### config.mk
export PLATFORM = sky130hd
export DESIGN_NAME = bitmap_slot_allocator_top
export DESIGN_NICKNAME = d
export VERILOG_FILES = /design/src/rtl/core/bsa_pkg.sv /design/src/rtl/core/bsa_ctrl.sv /design/src/rtl/core/bsa_datapath.sv /design/src/rtl/core/bitmap_slot_allocator_top.sv
export SDC_FILE = /design/constraint.sdc
export NUM_CORES = 2
export LEC_CHECK = 0
export ABC_AREA = 1
export BUFFER_PORTS_ARGS = -buffer_cell sky130_fd_sc_hd__clkbuf_2
export CORE_MARGIN = 4
export CORE_UTILIZATION = 50
export DETAILED_ROUTE_END_ITERATION = 12
export HOLD_SLACK_MARGIN = 0.15
export PLACE_DENSITY = 0.63
export SKIP_LAST_GASP = 1
export SLEW_MARGIN = 20
export SYNTH_ARGS = -nofsm -noshare
export SYNTH_HDL_FRONTEND = slang
export SYNTH_HIERARCHICAL = 1
export SYNTH_SLANG_ARGS = --single-unit
### constraint.sdc
create_clock -name i_clk -period 6.4 [get_ports i_clk]
set_input_delay 0.96 -clock i_clk [delete_from_list [all_inputs] [get_ports i_clk]]
set_output_delay 0.96 -clock i_clk [all_outputs]
set_load 0.005 [all_outputs]
### src/rtl/core/bsa_pkg.sv
// Shared types and constants of the bitmap slot allocator.
// Used by bsa_ctrl, bsa_datapath, bitmap_slot_allocator_top and the testbench; depends on nothing.
package bsa_pkg;

    // Request kinds
    localparam logic [1:0] OP_ALLOC = 2'd0;
    localparam logic [1:0] OP_FREE  = 2'd1;
    localparam logic [1:0] OP_CHECK = 2'd2;

    // Controller states, one-hot
    typedef enum logic [2:0] {
        ST_CLEAR = 3'b001,
        ST_IDLE  = 3'b010,
        ST_EXEC  = 3'b100
    } t_state;

    // Commands from controller to datapath
    typedef struct packed {
        logic clear_step;  // write one zero word of the clearing pass
        logic take;        // capture the request and read its word
        logic exec;        // modify and write back the word, load the result
    } t_ctrl_cmd;

    // Status from datapath to controller
    typedef struct packed {
        logic clear_last;  // clearing pass is at its last word
        logic out_free;    // result register can take a new result
    } t_dp_status;

endpackage

### src/rtl/core/bsa_ctrl.sv
// Controller of the bitmap slot allocator: clearing pass, accept, execute.
// Depends on bsa_pkg for the state type and the command and status structs.
module bsa_ctrl (
    input  logic                i_clk,
    input  logic                i_rst_n,
    input  logic                i_valid,
    input  bsa_pkg::t_dp_status i_status,
    output bsa_pkg::t_ctrl_cmd  o_cmd,
    output logic                o_stall
);

    bsa_pkg::t_state r_state;
    bsa_pkg::t_state n_state;

    // Decode commands and next state
    always_comb begin
        n_state          = r_state;
        o_cmd.clear_step = 1'b0;
        o_cmd.take       = 1'b0;
        o_cmd.exec       = 1'b0;
        case (r_state)
            bsa_pkg::ST_CLEAR: begin
                o_cmd.clear_step = 1'b1;
                if (i_status.clear_last) begin
                    n_state = bsa_pkg::ST_IDLE;
                end
            end
            bsa_pkg::ST_IDLE: begin
                if (i_valid) begin
                    o_cmd.take = 1'b1;
                    n_state    = bsa_pkg::ST_EXEC;
                end
            end
            bsa_pkg::ST_EXEC: begin
                // hold until the result register has room
                if (i_status.out_free) begin
                    o_cmd.exec = 1'b1;
                    n_state    = bsa_pkg::ST_IDLE;
                end
            end
            default: begin
                n_state = bsa_pkg::ST_CLEAR;
            end
        endcase
    end

    // Advance state
    always_ff @(posedge i_clk) begin
        if (!i_rst_n) begin
            r_state <= bsa_pkg::ST_CLEAR;
        end else begin
            r_state <= n_state;
        end
    end

    assign o_stall = (r_state != bsa_pkg::ST_IDLE);

endmodule

### src/rtl/core/bsa_datapath.sv
// Datapath of the bitmap slot allocator: slot map memory, per-word full flags,
// request registers, word read-modify-write and the result register. Uses bsa_pkg.
module bsa_datapath #(
    parameter int TOTAL_SLOTS = 1024,
    parameter int WORD_WIDTH  = 64
) (
    input  logic                i_clk,
    input  logic                i_rst_n,
    input  bsa_pkg::t_ctrl_cmd  i_cmd,
    output bsa_pkg::t_dp_status o_status,
    input  logic [1:0]          i_op,
    input  logic [9:0]          i_slot_index,
    input  logic                i_stall,
    output logic                o_valid,
    output logic                o_success,
    output logic [9:0]          o_granted_index,
    output logic                o_in_use
);

    localparam int NUM_WORDS = (TOTAL_SLOTS + WORD_WIDTH - 1) / WORD_WIDTH;
    localparam int WA_W      = (NUM_WORDS > 1) ? $clog2(NUM_WORDS) : 1;
    localparam int BIT_W     = $clog2(WORD_WIDTH);
    localparam int LAST_BITS = TOTAL_SLOTS - (NUM_WORDS - 1) * WORD_WIDTH;
    localparam logic [WA_W-1:0] LAST_WORD = WA_W'(NUM_WORDS - 1);
    // reciprocal for the index split: exact floor for 10-bit indexes
    localparam int DIV_SH = 17;
    localparam int DIV_M  = ((1 << DIV_SH) + WORD_WIDTH - 1) / WORD_WIDTH;

    logic [WORD_WIDTH-1:0] r_mem [NUM_WORDS];
    logic [WORD_WIDTH-1:0] r_rd_data;
    logic [NUM_WORDS-1:0]  r_full;
    logic [WA_W-1:0]       r_clr_addr;

    logic [1:0]            r_op;
    logic                  r_idx_ok;
    logic                  r_found;
    logic [WA_W-1:0]       r_word;
    logic [BIT_W-1:0]      r_bit;
    logic [9:0]            r_base;

    logic                  r_out_valid;
    logic                  r_success;
    logic [9:0]            r_granted;
    logic                  r_in_use;

    // Split the request index into word and bit
    logic [26:0]      div_prod;
    logic [9:0]       idx_word10;
    logic [16:0]      word_start;
    logic [9:0]       idx_rem;
    logic [WA_W-1:0]  idx_word;
    logic [BIT_W-1:0] idx_bit;
    logic             idx_ok;

    assign div_prod   = 27'(i_slot_index) * 27'(DIV_M);
    assign idx_word10 = div_prod[DIV_SH+9:DIV_SH];
    assign word_start = 17'(idx_word10) * 17'(WORD_WIDTH);
    assign idx_rem    = i_slot_index - word_start[9:0];
    assign idx_word   = WA_W'(idx_word10);
    assign idx_bit    = idx_rem[BIT_W-1:0];
    assign idx_ok     = (32'(i_slot_index) < TOTAL_SLOTS);

    // Pick the lowest word that still has a free slot
    logic [WA_W-1:0] first_word;
    logic            any_free;
    logic [31:0]     base_prod;

    always_comb begin
        first_word = '0;
        any_free   = 1'b0;
        for (int i = NUM_WORDS - 1; i >= 0; i--) begin
            if (!r_full[i]) begin
                first_word = WA_W'(i);
                any_free   = 1'b1;
            end
        end
    end

    assign base_prod = 32'(first_word) * 32'(WORD_WIDTH);

    // Capture the request
    always_ff @(posedge i_clk) begin
        if (i_cmd.take) begin
            r_op     <= i_op;
            r_idx_ok <= idx_ok;
            r_found  <= any_free;
            r_word   <= (i_op == bsa_pkg::OP_ALLOC) ? first_word : idx_word;
            r_bit    <= idx_bit;
            r_base   <= base_prod[9:0];
        end
    end

    // Read the addressed word
    always_ff @(posedge i_clk) begin
        if (i_cmd.take) begin
            r_rd_data <= r_mem[(i_op == bsa_pkg::OP_ALLOC) ? first_word : idx_word];
        end
    end

    // Valid-slot mask of the word in work; the last word may be partial
    logic [WORD_WIDTH-1:0] last_mask;
    logic [WORD_WIDTH-1:0] word_mask;

    always_comb begin
        for (int i = 0; i < WORD_WIDTH; i++) begin
            last_mask[i] = (i < LAST_BITS);
        end
    end

    assign word_mask = (r_word == LAST_WORD) ? last_mask : '1;

    // Lowest free bit of the word
    logic [WORD_WIDTH-1:0] free_bits;
    logic [BIT_W-1:0]      pick;

    assign free_bits = ~r_rd_data & word_mask;

    always_comb begin
        pick = '0;
        for (int i = WORD_WIDTH - 1; i >= 0; i--) begin
            if (free_bits[i]) begin
                pick = BIT_W'(i);
            end
        end
    end

    // Modify the word and form the result
    logic [WORD_WIDTH-1:0] new_word;
    logic                  do_write;
    logic                  res_success;
    logic [9:0]            res_granted;
    logic                  res_in_use;

    always_comb begin
        new_word    = r_rd_data;
        do_write    = 1'b0;
        res_success = 1'b0;
        res_granted = '0;
        res_in_use  = 1'b0;
        case (r_op)
            bsa_pkg::OP_ALLOC: begin
                if (r_found) begin
                    new_word    = r_rd_data | (WORD_WIDTH'(1) << pick);
                    do_write    = 1'b1;
                    res_success = 1'b1;
                    res_granted = r_base + 10'(pick);
                end
            end
            bsa_pkg::OP_FREE: begin
                res_success = 1'b1;
                if (r_idx_ok) begin
                    new_word = r_rd_data & ~(WORD_WIDTH'(1) << r_bit);
                    do_write = 1'b1;
                end
            end
            bsa_pkg::OP_CHECK: begin
                res_success = 1'b1;
                res_in_use  = r_idx_ok & r_rd_data[r_bit];
            end
            default: begin
                // unused code: no change, all-zero result
                do_write = 1'b0;
            end
        endcase
    end

    // Memory write port: clearing pass or write-back
    logic                  wr_en;
    logic [WA_W-1:0]       wr_addr;
    logic [WORD_WIDTH-1:0] wr_data;

    assign wr_en   = i_cmd.clear_step | (i_cmd.exec & do_write);
    assign wr_addr = i_cmd.clear_step ? r_clr_addr : r_word;
    assign wr_data = i_cmd.clear_step ? '0 : new_word;

    always_ff @(posedge i_clk) begin
        if (wr_en) begin
            r_mem[wr_addr] <= wr_data;
        end
    end

    // Advance the clearing address
    always_ff @(posedge i_clk) begin
        if (!i_rst_n) begin
            r_clr_addr <= '0;
        end else if (i_cmd.clear_step) begin
            r_clr_addr <= r_clr_addr + WA_W'(1);
        end
    end

    assign o_status.clear_last = (r_clr_addr == LAST_WORD);

    // Track which words have no free slot left
    always_ff @(posedge i_clk) begin
        if (!i_rst_n) begin
            r_full <= '0;
        end else if (i_cmd.exec && do_write) begin
            r_full[r_word] <= &(new_word | ~word_mask);
        end
    end

    // Result register: load on execute, drop on transfer
    always_ff @(posedge i_clk) begin
        if (!i_rst_n) begin
            r_out_valid <= 1'b0;
        end else if (i_cmd.exec) begin
            r_out_valid <= 1'b1;
        end else if (!i_stall) begin
            r_out_valid <= 1'b0;
        end
    end

    always_ff @(posedge i_clk) begin
        if (i_cmd.exec) begin
            r_success <= res_success;
            r_granted <= res_granted;
            r_in_use  <= res_in_use;
        end
    end

    assign o_status.out_free = !r_out_valid || !i_stall;

    assign o_valid         = r_out_valid;
    assign o_success       = r_success;
    assign o_granted_index = r_granted;
    assign o_in_use        = r_in_use;

endmodule

### src/rtl/core/bitmap_slot_allocator_top.sv
// Top level of the bitmap slot allocator: first-fit allocation over a slot map.
// Instantiates bsa_ctrl and bsa_datapath; uses bsa_pkg for the joining structs.
//
//   channel  direction  handshake           payload
//   request  in         i_valid / o_stall   i_op, i_slot_index
//   result   out        o_valid / i_stall   o_success, o_granted_index, o_in_use
//
// Each request is taken in the idle state, which picks the word (full-flag
// priority encode) and reads it, and is then executed with the read-modify-write
// of that word through the single memory write port. A result waiting in the
// output register does not block the next request from being taken; only its
// execute step waits for room. After reset a clearing pass writes zero to every
// map word, one a cycle; o_stall is high throughout.
module bitmap_slot_allocator_top #(
    parameter int TOTAL_SLOTS = 1024,
    parameter int WORD_WIDTH  = 64
) (
    input  logic       i_clk,
    input  logic       i_rst_n,
    input  logic       i_valid,
    output logic       o_stall,
    input  logic [1:0] i_op,
    input  logic [9:0] i_slot_index,
    output logic       o_valid,
    input  logic       i_stall,
    output logic       o_success,
    output logic [9:0] o_granted_index,
    output logic       o_in_use
);

    bsa_pkg::t_ctrl_cmd  cmd;
    bsa_pkg::t_dp_status status;

    bsa_ctrl u_ctrl (
        .i_clk    (i_clk),
        .i_rst_n  (i_rst_n),
        .i_valid  (i_valid),
        .i_status (status),
        .o_cmd    (cmd),
        .o_stall  (o_stall)
    );

    bsa_datapath #(
        .TOTAL_SLOTS (TOTAL_SLOTS),
        .WORD_WIDTH  (WORD_WIDTH)
    ) u_datapath (
        .i_clk           (i_clk),
        .i_rst_n         (i_rst_n),
        .i_cmd           (cmd),
        .o_status        (status),
        .i_op            (i_op),
        .i_slot_index    (i_slot_index),
        .i_stall         (i_stall),
        .o_valid         (o_valid),
        .o_success       (o_success),
        .o_granted_index (o_granted_index),
        .o_in_use        (o_in_use)
    );

endmodule

==> run_results.csv <==
group,metric,value,unit
layout,drive_above_1_share,9.769,%
placement,dp.cells,5390,
setup_path,r2r_start,"u_datapath/r_rd_data[63]",
logic_synthesis,ys_types,40,
global_routing,grt_use_total,26.48,%
timing,setup_viol,0,
placement,port_buffers,29,
logic_synthesis,seq_area_frac_synth,69.82,%
power_and_ir_drop,p_leak,0.01929,uW
hold_path,hold_end,"u_datapath/r_bit[0]",
hold_path,hp-start,"i_slot_index[0]",
logic_synthesis,mappedNetlistArea,48730,um^2
global_routing,grt_pass1_wl,206200,um
timing,tightest_slew,1.154,ns
logic_synthesis,avgSynthCellArea,11.49,um^2
setup_path,crit_path_top_delay_cell,"edfxtp_1",
setup_path,r2r_setup_slack,0.53,ns
logic_synthesis,syn_nets,4262,
setup_path,criticalPathCategory,"reg -> reg",
clock_tree,htreeDepth,3,
timing,skew,0.02657,ns
logic_synthesis,ys_async_sr_fraction,0,%
logic_synthesis,syn_inst,4241,
power_and_ir_drop,p_clk_share,40.3,%
layout,final_util,56.51,%
setup_path,start_kind,"flip-flop",
detailed_routing,postRouteWirelength,138800,um
power_and_ir_drop,pwr-share-seq,52.7,%
timing,hold_viol_final,0,
die,rows,114,
hold_path,hold_depth,1,
detailed_routing,ant_nets,0,
run_status,status,"finished clean",
power_and_ir_drop,p_int,12270,uW
detailed_routing,first_pass_iters,6,
layout,fin_nets,4255,
timing,fin_crit,5.869,ns
detailed_routing,vias,34370,
logic_synthesis,synth.largest_area_cell,"edfxtp_1",
power_and_ir_drop,p_sw_share,22.73,%
setup_path,cpPeakStageDelay,0.44,ns
setup_path,crit_arrival,6.50,ns
setup_path,ff2ff_path_depth,76,
die,io_pins,30,
setup_path,crit_fanout,16,
logic_synthesis,synth.most_common_cell,"edfxtp_1",
timing,grt_setup_unrepaired,"true",
detailed_routing,drtIter0Drc,4798,
logic_synthesis,synth_top_area_share,68.83,%
power_and_ir_drop,switchingPower,3609,uW
clock_tree,clock_path_buffers,3,
logic_synthesis,ys_warn_count,6,
die,fp.dieH,320.2,um
clock_tree,clockRootBuffer,"clkbuf_16",
die,dieArea,102500,um^2
detailed_routing,routed_via_density,6.130,
setup_path,crit-reg2reg-capture,"u_datapath/r_full[3]",
die,fp.dieW,320.2,um
power_and_ir_drop,p_per_area,290.5,nW/um^2
logic_synthesis,yosys_most_used_dff,"edfxtp_1",
power_and_ir_drop,comb_power_share,7.0,%
die,core_area,96710,um^2
timing,fmax,170.4,MHz
global_routing,grt_max_degree,171,
timing,min_period_over_period,91.71,%
placement,place_congestion,0.9890,
timing,worst_hold_slack,0.4903,ns
power_and_ir_drop,peakVddDrop,0.2399,mV
detailed_routing,drc,0,
setup_path,end_kind,"flip-flop",
layout,layout.cells.non_filler,5607,
global_routing,antenna_found_initial,4,
power_and_ir_drop,p_total,15880,uW
die,initial_core_util,50.39,%
flow_run,drv_cap,0,
timing,setup_tns,0,ns
clock_tree,cts_tree,"done",
logic_synthesis,synth-seq-cells,1141,
hold_path,hold_path.class,"in -> reg",
logic_synthesis,synthTopCellsByArea,"edfxtp_1 69%, o21ai_0 7.9%, a21oi_1 5.8%",
setup_path,critical_path_buf_inv_count,2,
clock_tree,cts_made_buffers,112,
placement,hpwl,76170,um
logic_synthesis,yosys-top-cells-count,"1117 x edfxtp_1, 769 x o21ai_0, 565 x a21oi_1",
clock_tree,clk_latency,0.71,ns
setup_path,path_delay_family,"simple AND/OR/NAND/NOR gates",
setup_path,path_common_cell,"nand2_1",
logic_synthesis,synth_edf_count,1117,
setup_path,cp_data_required_time,7.03,ns
global_routing,grt_pass1_vias,31730,
clock_tree,clock-sinks,1141,
global_routing,overflow,0,
timing,slew_headroom,22.95,%
timing,drv_slew,0,
clock_tree,clk_pin_slew_worst_paths,0.06,ns
detailed_routing,wl_per_cell,24.76,um
layout,area_growth,12.14,%
[cell families after synthesis]
family,Yosys count,share of synthesized area (%)
DFF,1141,69.82
AOI/OAI and AO/OA,1565,17.48
and+or+nand+nor,972,8.242
buffers and inverters,558,4.332
adders and majority gates,5,0.1284
[through the flow]
stage                     instance area, um^2  setup slack [ns]
after floorplan                         48730            0.8757
after global placement                  50940            0.3062
after detailed placement                50940            0.3974
after CTS                               54510            0.3576
after global routing                    54650           -0.2685
final                                   54650            0.5306
[power by group through the flow]
stage	Combinational [uW]	Clock, uW	Sequential (uW)
detailed placement	1100	0	8530
CTS	1110	6500	8370
global route	1210	6830	8380
global placement	1090	0	8520
floorplan	659	0	8540
finish	1110	6400	8370
[metal layers]
metal  part of all wire (%)  vias to the layer above  track usage, %
met5                  0.034                        -               0
met4                    2.8                        4           7.745
met3                    8.7                      246           4.631
met2                     46                     1557           40.83
met1                     43                    16910           38.98
li1                       -                    15650               -
[area by class of cell]
cell class                      count  area, um^2
Fill cell                        8041       42060
Inverter                          250       957.2
Timing Repair Buffer              187        1652
Antenna cell                        1       2.502
Clock inverter                     71       631.9
Tap cell                         1276        1597
Sequential cell                  1141       34020
Multi-Input combinational cell   2542       12840
Clock buffer                      139        2947
[registers in the layout, summed over array words and instances (netlist names)]
register,flops
u_ctrl/r_state,3
u_datapath/o_granted_index,10
u_datapath/o_in_use,1
u_datapath/o_success,1
u_datapath/o_valid,1
u_datapath/r_base,4
u_datapath/r_bit,6
u_datapath/r_clr_addr,4
u_datapath/r_found,1
u_datapath/r_full,16
u_datapath/r_mem,1024
u_datapath/r_op,2
u_datapath/r_rd_data,64
u_datapath/r_word,4
[layout by cell type, fill, tap and decap left out, types with 6 or more instances in the layout]
cell / n
clkbuf_2: 29
nand2_1: 356
o221ai_1: 56
a31oi_1: 28
buf_12: 25
buf_4: 131
clkbuf_16: 114
dfxtp_1: 24
nor2_2: 16
nand4_1: 19
clkinv_2: 27
nor2_4: 23
o22ai_1: 22
a21oi_1: 564
clkinv_8: 6
nand2_2: 6
a21oi_2: 11
bufinv_16: 9
nor3_1: 78
nor4_1: 6
o21ai_1: 8
edfxtp_1: 1117
a22oi_1: 9
o21ai_0: 768
nor2_1: 345
inv_1: 240
o32ai_1: 72
nand3_1: 111
o311ai_0: 6
clkinv_1: 29
clkbuf_1: 25
[worst max-delay path by stage]
stage,startpoint,end,cells past startpoint
after floorplan,i_stall,u_datapath/r_mem[12][0],8
after CTS,u_datapath/r_rd_data[63],u_datapath/r_full[4],76
after detailed placement,u_datapath/r_rd_data[63],u_datapath/r_full[4],76
after global routing,u_datapath/r_rd_data[63],u_datapath/r_full[15],76
final,u_datapath/r_rd_data[63],u_datapath/r_full[3],76
after global placement,u_datapath/r_rd_data[63],u_datapath/r_full[4],76
[what timing repair did]
action                     4_1_cts  5_1_grt
buffers inserted                 0        6
setup endpoints to repair        0      157
hold buffers                     0        0
gates resized for setup          0       24
hold endpoints to repair         0        0
Power figures use the tool's default switching activity.
